--- src/design/tape_machine_op_executor_core_assert.svh ---
// Assertion helpers shared by the RTL.
`ifndef TAPE_MACHINE_OP_EXECUTOR_CORE_ASSERT_SVH
`define TAPE_MACHINE_OP_EXECUTOR_CORE_ASSERT_SVH

// Same-cycle implication.
`define TMOE_ASSERT_IMP(label, clk, rst, ante, cons) \
  label: assert property (@(posedge clk) disable iff (rst) (ante) |-> (cons)) \
    else $error("tmoe assertion failed");

// Next-cycle implication.
`define TMOE_ASSERT_NXT(label, clk, rst, ante, cons) \
  label: assert property (@(posedge clk) disable iff (rst) (ante) |=> (cons)) \
    else $error("tmoe assertion failed");

`endif

--- src/design/tmoe_ram.sv ---
module tmoe_ram #(
  parameter int WIDTH = 8,
  parameter int DEPTH = 256
) (
  input  logic                     clk,
  input  logic                     we,
  input  logic [$clog2(DEPTH)-1:0] waddr,
  input  logic [WIDTH-1:0]         wdata,
  input  logic [$clog2(DEPTH)-1:0] raddr_a,
  output logic [WIDTH-1:0]         rdata_a,
  input  logic [$clog2(DEPTH)-1:0] raddr_b,
  output logic [WIDTH-1:0]         rdata_b
);

  logic [WIDTH-1:0] mem [DEPTH];

  always_ff @(posedge clk) begin
    if (we) begin
      mem[waddr] <= wdata;
    end
    rdata_a <= mem[raddr_a];
    rdata_b <= mem[raddr_b];
  end

endmodule

--- config.mk ---
export PLATFORM = sky130hd
export DESIGN_NAME = tmoe_ram
export DESIGN_NICKNAME = d
export VERILOG_FILES = /design/src/design/tape_machine_op_executor_core_assert.svh /design/src/design/tmoe_ram.sv
export SDC_FILE = /design/constraint.sdc
export NUM_CORES = 2
export LEC_CHECK = 0
export BUFFER_PORTS_ARGS = -buffer_cell sky130_fd_sc_hd__buf_2
export CAP_MARGIN = 5
export CELL_PAD_IN_SITES_DETAIL_PLACEMENT = 0
export CELL_PAD_IN_SITES_GLOBAL_PLACEMENT = 1
export CORE_AREA = 2 2 362 507
export CTS_CLUSTER_DIAMETER = 80
export DETAILED_ROUTE_END_ITERATION = 12
export DIE_AREA = 0 0 364 509
export PLACE_DENSITY = 0.87
export SKIP_LAST_GASP = 1
export SLEW_MARGIN = 20
export SYNTH_ARGS = -nofsm -noshare
export SYNTH_HDL_FRONTEND = slang
export SYNTH_SLANG_ARGS = --single-unit
--- constraint.sdc ---
create_clock -name clk -period 4.13 [get_ports clk]
set_input_delay 0.2065 -clock clk [delete_from_list [all_inputs] [get_ports clk]]
set_output_delay 0.2065 -clock clk [all_outputs]
set_load 0.05 [all_outputs]
Word-level counts from Yosys, hierarchy flattened

Memories as Yosys holds them, arrays and structs flattened. A register that Yosys moved wholly into a read port is not among the register bits.
Index checks and enable logic that the tools add are counted.

Add/sub/neg operators: 0
$mul: 0
Div/mod/pow operators: 0
Order comparisons: 0
Eq/ne operators: 0
Shift-type cells: 0
Muxes and demuxes: 2
Bitwise logic cells: 0
Reduce and logical (&&, ||, !) cells: 0

Operators with widths:

| operator          | count |
|---|---|
| 1-bit two-way mux | 2 |

Register bits: 0
Bits in latches: 0
Memory bits (writable): 2048
Bits in read-only memories: 0
Input port bits: 34
Output and inout port bits: 16
Logic and storage cells: 3
Memories kept: 1

Memories:

| name | words | width | read ports | clocked after memory_dff | wr ports | RTL line       | RTL |
|---|---|---|---|---|---|---|---|
| mem  | 256   | 8     | 2          | 2                        | 1        | tmoe_ram.sv:15 | `logic [WIDTH-1:0] mem [DEPTH];` |

Logic depth before layout (Yosys ltp)

Depth in word-level cells: 2
Depth in mapped cells: 12
Depth with buffers taken out: 6

Least setup slack after synthesis

OpenSTA, ideal clock, no wires.

Path kind: input-to-reg
From: in raddr_b[0]
To: reg rdata_b[0] (read register of mem)
Library setup time: 140 ps
Arrival time: 2108 ps
Data required time: 3990 ps
Path slack: 1883 ps
Cell stages on the path: 9
Path buffers: 3
Cell sequence: buf_4 buf_6 buf_2 mux4_2 mux4_2 nand2_1 a21oi_1 a21oi_1 a221oi_2

RTL lines:

| what        | RTL line       | RTL |
|---|---|---|
| from (decl) | tmoe_ram.sv:11 | `input logic [$clog2(DEPTH)-1:0] raddr_b,` |
| to (decl)   | tmoe_ram.sv:12 | `output logic [WIDTH-1:0] rdata_b` |

==> metrics.txt <==
status finished, violations left; violated checks negative hold slack; initial antenna violation count 32; Crit Path Category input pin to flip-flop; Area growth, synth to finish 10.6%; Switching Power between 10 and 15 mW; CTS buffer count 184; Final Setup Violations 0; nets ~5,000; DRT iter0 DRCs 10,300; routed wire length 300,000 µm; Initial Util 0.536; Mapped Area 97,000 µm²; crit start category input pin; CTS Sinks 2,064; Period minus WS final 3.15 ns; Clock Skew 0.0340 ns; Required @ worst endpoint 4.82 ns; drt first pass iters 6; ratio of cells with drive above 1 in the final layout 0.348; CTS tree built; Max Cap Viol 0; Slew Limit Fails 0; Arr. time, crit path 3.84 ns; Worst-Margin Slew about 1.3 ns; Vias 56,900; part of the cycle the worst path needs 0.763; RSZ-0062 raised after global routing no; Die H 509 µm; fmax 0.317 GHz; post-synthesis compound-gate area fraction 0.0354; Mean Syn Cell Area between 20 and 25 µm²; vias in the first global route between 50,000 and 60,000; footprint of the multi-input gates 32,500 µm²; PwrDens about 420 nW/µm²; row cnt approximately 190; GPL Wtd Cong just under 1; I/O pins 50; first-pass GRT wire length 422,000 µm; total global-route track usage 0.326; Die X 364 µm; CP max FO 69; Combinational Power Share 0.091; total negative slack 0 ns; LEAKAGE ~34 nW; xor and xnor fraction of the mapped netlist area 0; Avg WL per Cell about 40 µm; RR Startpoint mem[95][4]$_DFFE_PP_; fillers 12,400; final core occ 0.593; storage element area 61,800 µm²; Post-synth EDFFs 2,048; Slew Limit Headroom 0.163; CTS Buffer Depth 3; Clk Latency, worst-skew pair 0.85 ns; Vias/cell roughly 7.4; placeable core area 181,000 µm²; VDD IR-drop max 0.433 mV; Final Hold Vio Count 1; ANT nets after route 0; Worst Reg-to-Reg Cells 6; DRC 0; internal power 34.2 mW; Post-Synth Adder-Cell Area 0; Min Hold Slack -0.00231 ns; Synth cell types 65; largest family of logic cells by synthesized area multiplexers; pin count of the biggest net entering global routing 135; Clk pwr share 0.389; sw frac 0.234; Syn Nets between 4,000 and 5,000; hold depth 1; Main synth FF type edfxtp_1; Clock Tree Root clkbuf_16; Worst R2R End rdata_a[4]$_DFF_P_; remaining global-route overflow 0; Detail Placement HPWL 196,000 µm; sequential share of power 0.519; # port buffers 49; post-synthesis simple-gate area fraction 0.0270; number of synthesized register bits 2,064; R2R Setup Slk 1.03 ns; CTS H-Tree Depth 4; Cells after Synth 4,847; Hold Path Sink mem[142][1]$_DFFE_PP_; post-synthesis mux area share 0.273; Worst Hold Class input pin to flip-flop; asr flop ratio synth 0; Critical Path Sink Type flip-flop; Die ar. about 190,000 µm²; HP Start wdata[1]; sequential-to-total area share from yosys stat 0.637; postcts setup bufs 0; Synth warnings 0; clock-pin slew on the worst setup and hold paths 0.06 ns
## cells by family after synthesis
| logic type | Yosys count |
|---|---|
| AO/OA/AOI/OAI | 466 |
| buffers and inverters | 401 |
| flip-flops | 2064 |
| multiplexers | 1325 |
| AND/OR/NAND/NOR | 591 |
## area by class of cell
cell class,count,share of cell area
diodes,15,0.000350
clock buffers,222,0.0452
clock inverters,110,0.0102
inverters,6,0.000245
multi-input cells,2382,0.303
flip-flops and latches,2064,0.576
well taps,2431,0.0284
repair buffers,430,0.0360
## metal layers
layer,vias to the layer above,routed length (µm),track usage,share of wire
met3,1096,40100,0.0827,0.13
li1,21500,-,-,-
met5,-,204,0,0.00068
met1,29300,93800,0.408,0.31
met2,4987,143000,0.515,0.48
met4,32,23000,0.203,0.077
## cell usage in the layout, fill, tap and decap left out, types with 32 or more instances in the layout
cell | netlist | routed
edfxtp_1 | 2048 | 2048
buf_2 | 104 | 32
a221oi_1 | 32 | 32
clkbuf_1 | 137 | 33
o21ai_0 | 34 | 34
a21oi_1 | 79 | 78
mux2_2 | 38 | 38
a22oi_1 | 62 | 62
nand2_1 | 114 | 113
clkinv_2 | 0 | 34
o221ai_1 | 65 | 65
mux4_2 | 1051 | 1051
buf_12 | 8 | 49
nand3_1 | 52 | 52
clkbuf_16 | 0 | 189
buf_4 | 42 | 332
mux2i_1 | 236 | 236
o22ai_1 | 48 | 48
nor2_1 | 298 | 293
## flip-flops by register name, indices dropped and copies added, names as in the netlist
register and count:
rdata_a 8, mem 2048, rdata_b 8
## critical path, cell delays in order
cell and delay, ns:
buf_8 0.38, buf_12 0.49, mux4_2 0.57, a22o_1 0.25, a221oi_1 0.53, o32ai_1 0.27
nor3_1 0.87, nor4_1 0.16
## stage by stage
step	power (mW)	std cells	setup slack, ns	area (µm²)	hold WS (ns)
floorplan	26.0	4847	1.88	97000	0.305
global placement	27.5	7311	0.282	101000	0.733
detailed placement	27.6	7311	0.248	101000	0.747
CTS	44.5	7645	1.13	107000	0.0599
global route	45.4	7646	1.05	107000	0.0768
finish	44.7	7660	0.979	107000	-0.00231
## worst max-delay path by stage
stage | startpoint | to | cells past startpoint
after floorplan | raddr_b[0] | rdata_b[0]$_DFF_P_ | 9
after global placement | raddr_a[0] | rdata_a[4]$_DFF_P_ | 8
after detailed placement | raddr_a[0] | rdata_a[4]$_DFF_P_ | 8
after CTS | raddr_a[0] | rdata_a[4]$_DFF_P_ | 8
after global routing | raddr_a[0] | rdata_a[4]$_DFF_P_ | 8
final | raddr_a[0] | rdata_a[4]$_DFF_P_ | 8
## synthesized netlist by cell type (5+ instances only)
library cell,n,area [µm²]
o211ai_1,13,97.6
buf_4,42,315
a22o_1,22,193
mux2_2,38,428
buf_12,8,160
nor2_1,298,1120
buf_6,44,495
mux2i_1,236,2360
nand2_1,114,428
nand3b_1,6,45.0
o21bai_1,5,37.5
o31ai_1,11,82.6
clkbuf_1,137,514
a211o_1,6,52.6
nand3_1,52,260
edfxtp_1,2048,61500
a221oi_2,5,75.1
nor4_1,7,43.8
nor2b_1,27,169
a221o_1,10,100
buf_2,104,521
nand4_1,13,81.3
a221oi_1,32,280
or2_2,6,37.5
dfxtp_1,16,320
nand2b_1,11,68.8
nor3b_1,7,52.6
a22oi_1,62,465
a211oi_1,28,210
nor3_1,21,105
o22ai_1,48,300
and3b_1,5,43.8
and3_1,5,31.3
and2_1,12,75.1
o21ai_0,34,170
buf_8,35,526
a2bb2oi_1,9,78.8
a21oi_1,79,395
buf_1,25,93.8
o221ai_1,65,569
mux4_2,1051,23700
## power groups by stage
stage / Sequential (mW) / Combinational [mW] / Clock, mW
after floorplan: 23.7 / 2.28 / 0
after global placement: 23.6 / 3.89 / 0
after detailed placement: 23.6 / 3.94 / 0
after CTS: 23.2 / 3.96 / 17.4
after global routing: 23.2 / 4.13 / 18.1
final: 23.2 / 4.07 / 17.4
## what timing repair did
item,in CTS,in global routing
hold endpoints to repair,110,0
hold buffers,2,0
resized for setup,0,0
Power figures use the tool's default switching activity.
