--- src/design/tape_machine_op_executor_core_assert.svh ---
// Assertion helpers shared by the RTL.
`ifndef TAPE_MACHINE_OP_EXECUTOR_CORE_ASSERT_SVH
`define TAPE_MACHINE_OP_EXECUTOR_CORE_ASSERT_SVH

// Same-cycle implication.
`define TMOE_ASSERT_IMP(label, clk, rst, ante, cons) \
  label: assert property (@(posedge clk) disable iff (rst) (ante) |-> (cons)) \
    else $error("tmoe assertion failed");

// Next-cycle implication.
`define TMOE_ASSERT_NXT(label, clk, rst, ante, cons) \
  label: assert property (@(posedge clk) disable iff (rst) (ante) |=> (cons)) \
    else $error("tmoe assertion failed");

`endif

--- src/design/tmoe_pkg.sv ---
package tmoe_pkg;

  localparam int PTR_W   = 16;
  localparam int BYTE_W  = 8;
  localparam int OP_W    = 3;
  localparam int S_DATA_W = 72;
  localparam int M_DATA_W = 16;

  localparam logic [OP_W-1:0] OP_ADD_CONST = 3'd0;
  localparam logic [OP_W-1:0] OP_SET_CONST = 3'd1;
  localparam logic [OP_W-1:0] OP_ADD_CELL  = 3'd2;
  localparam logic [OP_W-1:0] OP_MOVE      = 3'd3;
  localparam logic [OP_W-1:0] OP_MUL_ADD   = 3'd4;
  localparam logic [OP_W-1:0] OP_PRINT     = 3'd5;
  localparam logic [OP_W-1:0] OP_READ      = 3'd6;
  localparam logic [OP_W-1:0] OP_TEST      = 3'd7;

  localparam logic RESULT_CHAR = 1'b0;
  localparam logic RESULT_TEST = 1'b1;

endpackage

--- src/design/tmoe_addr_wrap.sv ---
// (base + offset) mod 2^16, then mod TAPE_CELLS. Free-running, three register
// stages (sum, product, remainder) and a combinational final correction.
module tmoe_addr_wrap #(
  parameter int TAPE_CELLS = 65536
) (
  input  logic                          clk,
  input  logic [tmoe_pkg::PTR_W-1:0]    base,
  input  logic [tmoe_pkg::PTR_W-1:0]    offset,
  output logic [$clog2(TAPE_CELLS)-1:0] addr
);

  localparam int AW = $clog2(TAPE_CELLS);
  localparam logic [63:0] RECIP64 = (64'd1 << 32) / 64'(TAPE_CELLS);
  localparam int RECIP_W = $clog2(RECIP64 + 64'd1);
  localparam logic [RECIP_W-1:0] RECIP = RECIP_W'(RECIP64);
  localparam int PW = tmoe_pkg::PTR_W + RECIP_W;
  localparam int QW = PW - 32;
  localparam logic [tmoe_pkg::PTR_W:0] T_EXT = (tmoe_pkg::PTR_W + 1)'(TAPE_CELLS);

  logic [tmoe_pkg::PTR_W-1:0] sum_q;
  logic [tmoe_pkg::PTR_W-1:0] sum_d;
  logic [PW-1:0]              prod_q;
  logic [tmoe_pkg::PTR_W-1:0] rem_q;
  logic [QW-1:0]              quot;
  logic [tmoe_pkg::PTR_W:0]   rem_ext;

  // quotient estimate is exact or one low, so one correction step suffices
  assign quot = prod_q[PW-1:32];

  always_ff @(posedge clk) begin
    sum_q  <= base + offset;
    prod_q <= PW'(sum_q) * PW'(RECIP);
    sum_d  <= sum_q;
    rem_q  <= sum_d - tmoe_pkg::PTR_W'(32'(quot) * 32'(T_EXT));
  end

  always_comb begin
    rem_ext = {1'b0, rem_q};
    if (rem_ext >= T_EXT) begin
      rem_ext = rem_ext - T_EXT;
    end
    addr = rem_ext[AW-1:0];
  end

endmodule

--- config.mk ---
export PLATFORM = sky130hd
export DESIGN_NAME = tmoe_addr_wrap
export DESIGN_NICKNAME = d
export VERILOG_FILES = /design/src/design/tape_machine_op_executor_core_assert.svh /design/src/design/tmoe_pkg.sv /design/src/design/tmoe_addr_wrap.sv
export SDC_FILE = /design/constraint.sdc
export NUM_CORES = 1
export LEC_CHECK = 0
export BUFFER_PORTS_ARGS = -buffer_cell sky130_fd_sc_hd__buf_2
export CORE_MARGIN = 1.5
export CORE_UTILIZATION = 34
export CTS_CLUSTER_DIAMETER = 60
export DETAILED_ROUTE_END_ITERATION = 8
export GPL_TIMING_DRIVEN = 0
export PLACE_DENSITY_LB_ADDON = 0.12
export SLEW_MARGIN = 40
export SYNTH_ARGS = -nofsm -noshare
export SYNTH_HDL_FRONTEND = slang
export SYNTH_SLANG_ARGS = --single-unit
--- constraint.sdc ---
create_clock -name clk -period 2.9 [get_ports clk]
set_clock_uncertainty 0.2 [all_clocks]
set_input_delay 0.145 -clock clk [delete_from_list [all_inputs] [get_ports clk]]
set_output_delay 0.145 -clock clk [all_outputs]
set_load 0.005 [all_outputs]
## Word level (Yosys, flattened, before mapping)

Cells that the tools add are included.

| storage, ports and cells | value |
|---|---|
| word-level logic and storage cells | 4 |
| register bits | 48 |

| operators by class | value |
|---|---|
| $add $sub $neg | 1 |

Operator list:

| operator | number |
|---|---|
| $add 16x16->16 | 1 |

## Longest topological paths before layout

| depth | value |
|---|---|
| word-level depth | 1 |
| mapped depth | 7 |
| gate-level depth less buffers | 7 |

## Worst setup path before layout

No wires, ideal clock.

| timing path | value |
|---|---|
| path kind | in2reg |
| start point | input port offset[0] in the netlist's numbering |
| end point | register sum_q[14] in the netlist's numbering |
| stages on the path | 7 |
| required time | 2.605 ns |
| arrival | 1.870 ns |
| path slack | 0.734 ns |
| path buffers | 0 |
| setup time | 0.095 ns |
| path through | ha_1 > fa_1 > a21oi_4 > o221ai_4 > a31oi_4 > or4b_1 > o311ai_1 |

| between the ends | value |
|---|---|
| longest elaborated chain between the ends | 1 |

Ends and longest elaborated chain:

| item | RTL line | text |
|---|---|---|
| start, declared | tmoe_addr_wrap.sv:8 | `input logic [tmoe_pkg::PTR_W-1:0] offset,` |
| $add 16x16->16 | tmoe_addr_wrap.sv:31 | `sum_q <= base + offset;` |
| end signal, assigned | tmoe_addr_wrap.sv:31 |  |
| end, declared | tmoe_addr_wrap.sv:20 | `logic [tmoe_pkg::PTR_W-1:0] sum_q;` |

No other way between the ends.

## Worst setup path in the final report

| timing path | value |
|---|---|
| start point | input port base[0] in the netlist's numbering |
| end point | register sum_q[14] in the netlist's numbering |

| between the ends | value |
|---|---|
| longest elaborated chain between the ends | 1 |

Ends and longest elaborated chain:

| item | RTL line | text |
|---|---|---|
| start, declared | tmoe_addr_wrap.sv:7 | `input logic [tmoe_pkg::PTR_W-1:0] base,` |
| $add 16x16->16 | tmoe_addr_wrap.sv:31 |  |

No other way between the ends.

==> impl_metrics.tcl <==
set metrics [dict create \
    synth_area_leader_cell "dfxtp_1" \
    synth_common_cells "48 x dfxtp_1, 15 x ha_1, 7 x xor2_1" \
    clkPwrFrac_pct 29.9 \
    core_region_area_um2 5140 \
    firstDrtPassIters 4 \
    cts_buffers 5 \
    die_x_um 76.05 \
    min_path_cells 3 \
    viasPerCell 4.505 \
    ant_nets 0 \
    drive_gt1_share_pct 29.95 \
    dpl.hpwl_um 2525 \
    cts_resized 0 \
    cts_max_path_buffers 2 \
    htree_levels 2 \
    layout_setup_ws_ns 0.2104 \
    seq_area_um2 960.9 \
    antenna_found_initial 0 \
    fin_nets 265 \
    cts_tree "yes" \
    critPathSlowestCell "dlygate4sd3_1" \
    grt_pass1_wl_um 5361 \
    clk_pin_slew_ns 0.08 \
    grt_usage_pct 11.51 \
    port_buffers 48 \
    cp_cell_sequence "dlygate4sd3_1, buf_2, ha_1, fa_1, a21oi_4, o221ai_4, a31oi_4, or4b_1, o311ai_1" \
    clock.fmax_mhz 371.8 \
    period_minus_slack_ns 2.690 \
    start_kind "input pin" \
    yosys-top-cells-area "dfxtp_1 53%, ha_1 10%, xor2_1 3.4%" \
    setup_viol 0 \
    hold_buffers 6 \
    ios 49 \
    whs_endpoint "sum_q[3]" \
    synth_ff_type "dfxtp_1" \
    gr-total-overflow 0 \
    final_util_pct 45.11 \
    reg2reg_slack_ns 2.29 \
    yosys_warnings 0 \
    postSynthCellCount 155 \
    die_area_um2 5783 \
    slew-limit-headroom_pct 73.17 \
    synth_top_area_share_pct 52.97 \
    crit_type "input pin to flip-flop" \
    grt_pass1_vias 1226 \
    antenna_cells 0 \
    synth_area_per_cell_um2 11.70 \
    synth.most_common_cell "dfxtp_1" \
    drc 0 \
    area_growth_pct 27.79 \
    cts_root_buf "clkbuf_8" \
    worst_pin_slew_ns 0.3997 \
    p_int_mw 1.198 \
    synthArstFlopShare_pct 0 \
    tns_ns 0 \
    crit_path_end_kind "flip-flop" \
    rsz0062_at_grt "false" \
    switchingPower_mw 0.3827 \
    pwr-share-comb_pct 17.7 \
    crit_arrival_ns 2.68 \
    cts_setup_buffers 0 \
    cts_sinks 48 \
    ir_worst_vdd_mv 0.2456 \
    gp_congestion 0.7538 \
    power_frac_seq_pct 52.4 \
    drt-initial-drc-count 38 \
    multi_input_area_um2 805.8 \
    grt_max_degree 17 \
    synth_cell_types 40 \
    yosysSeqAreaShare_pct 52.97 \
    syn_nets 204 \
    p_sw_share_pct 24.20 \
    worstHoldStart "base[3]" \
    routed-via-count 1293 \
    max-cap-violations 0 \
    reg2reg_depth 0 \
    core.rowCount 26 \
    timing.rr.start "sum_q[9]" \
    synth_edf_count 0 \
    clock_latency_ns 0.29 \
    hp-class "input pin to flip-flop" \
    wl_um 3188 \
    wl_per_cell_um 11.11 \
    leakage_nw 1.030 \
    slowest_delay_ns 0.53 \
    power_density_nw_per_um2 681.9 \
    ys_ff_latch 48 \
    status "finished clean" \
    fp.dieH_um 76.05 \
    syn_area_um2 1814 \
    timing.final.hold_violations 0 \
    critical_path_required_ns 2.89 \
    post-place-ws_ns 0.4563 \
    slew_violations 0 \
    initial_utilization_pct 35.30 \
    fin_crit_sh_pct 92.75 \
    cp_max_fo 4 \
    fillers 503 \
    reg2reg_to "sum_d[9]" \
]
-- worst max-delay path, delay by kind of cell --
kind / cells / cell delay [ns]
AOI/OAI and AO/OA: 4 / 0.73
adders and majority gates: 2 / 0.70
buffers and inverters: 2 / 0.65
and+or+nand+nor: 1 / 0.45
-- cell families (layout without fill, tap and decap cells) --
family | after synthesis | after routing | synth area share, %
AO/OA/AOI/OAI | 35 | 35 | 16.69
XOR/XNOR | 12 | 12 | 5.793
adder cells (fa/ha/maj) | 16 | 16 | 11.45
buffers and inverters | 10 | 72 | 2.620
flip-flops | 48 | 48 | 52.97
AND/OR/NAND/NOR | 34 | 34 | 10.48
-- power by group through the flow --
stage	clock (mW)	sequential [mW]	combinational [mW]
2_1_floorplan	0	0.846	0.161
3_3_place_gp	0	0.841	0.265
3_5_place_dp	0	0.845	0.272
4_1_cts	0.487	0.830	0.283
5_1_grt	0.518	0.842	0.310
6_report	0.473	0.828	0.280
-- sequential cells by signal, summed over array words and instances, names as in the netlist --
signal  count
addr       16
sum_d      16
sum_q      16
-- cells in the final DEF (no fill, tap or decap), types with 2 or more instances in the layout --
cell and count:
a211oi_2 2, dlygate4sd3_1 6, a221oi_1 2, nand3_1 3, o21ai_1 3, nor2b_1 2, xnor2_1 5, clkbuf_8 5
a21o_1 2, and3_1 2, inv_1 6, o211ai_1 2, nand2_1 5, or4b_1 2, nor4_1 2, nor3_1 6
xor2_1 7, dfxtp_1 48, buf_2 50, nand2b_1 2, nor2_1 4, a21oi_4 2, ha_1 15, o21ai_0 4
clkinv_4 2, nand4_1 2, o21a_1 2, o311ai_1 3, a21oi_1 6
-- worst max-delay path by stage --
stage,startpoint,end,slack (ns),depth (start not counted)
after global routing,base[0],sum_q[14],0.13,9
after CTS,base[0],sum_q[14],0.22,9
after detailed placement,offset[0],sum_q[14],0.46,8
after global placement,offset[0],sum_q[14],0.52,8
after floorplan,offset[0],sum_q[14],0.73,7
final,base[0],sum_q[14],0.21,9
-- through the flow --
step	std cells	cell area (um2)	hold WS, ns	power, mW
floorplan	155	1814	0.06531	1.007
global placement	273	2142	0.1109	1.106
detailed placement	273	2142	0.1121	1.117
CTS	287	2318	0.03567	1.600
global route	287	2318	0.06455	1.671
finish	287	2318	0.04550	1.581
-- layer usage --
metal | routed length, um | share of wire [%] | GRT usage, %
met1 | 1507 | 47 | 14.18
met2 | 1428 | 45 | 18.47
met3 | 164 | 5.1 | 3.114
met4 | 88 | 2.8 | 5.926
met5 | 0 | 0 | 0
-- final cells by class --
class | instances | share of cell area, %
buffer | 4 | 1.079
tap | 70 | 3.778
timing repair buffer | 54 | 12.95
inverter | 6 | 0.9714
clock buffer | 5 | 2.968
multi-input combinational | 97 | 34.75
clock inverter | 3 | 2.051
sequential | 48 | 41.45
No activity file was read; power rests on OpenSTA's default activity.
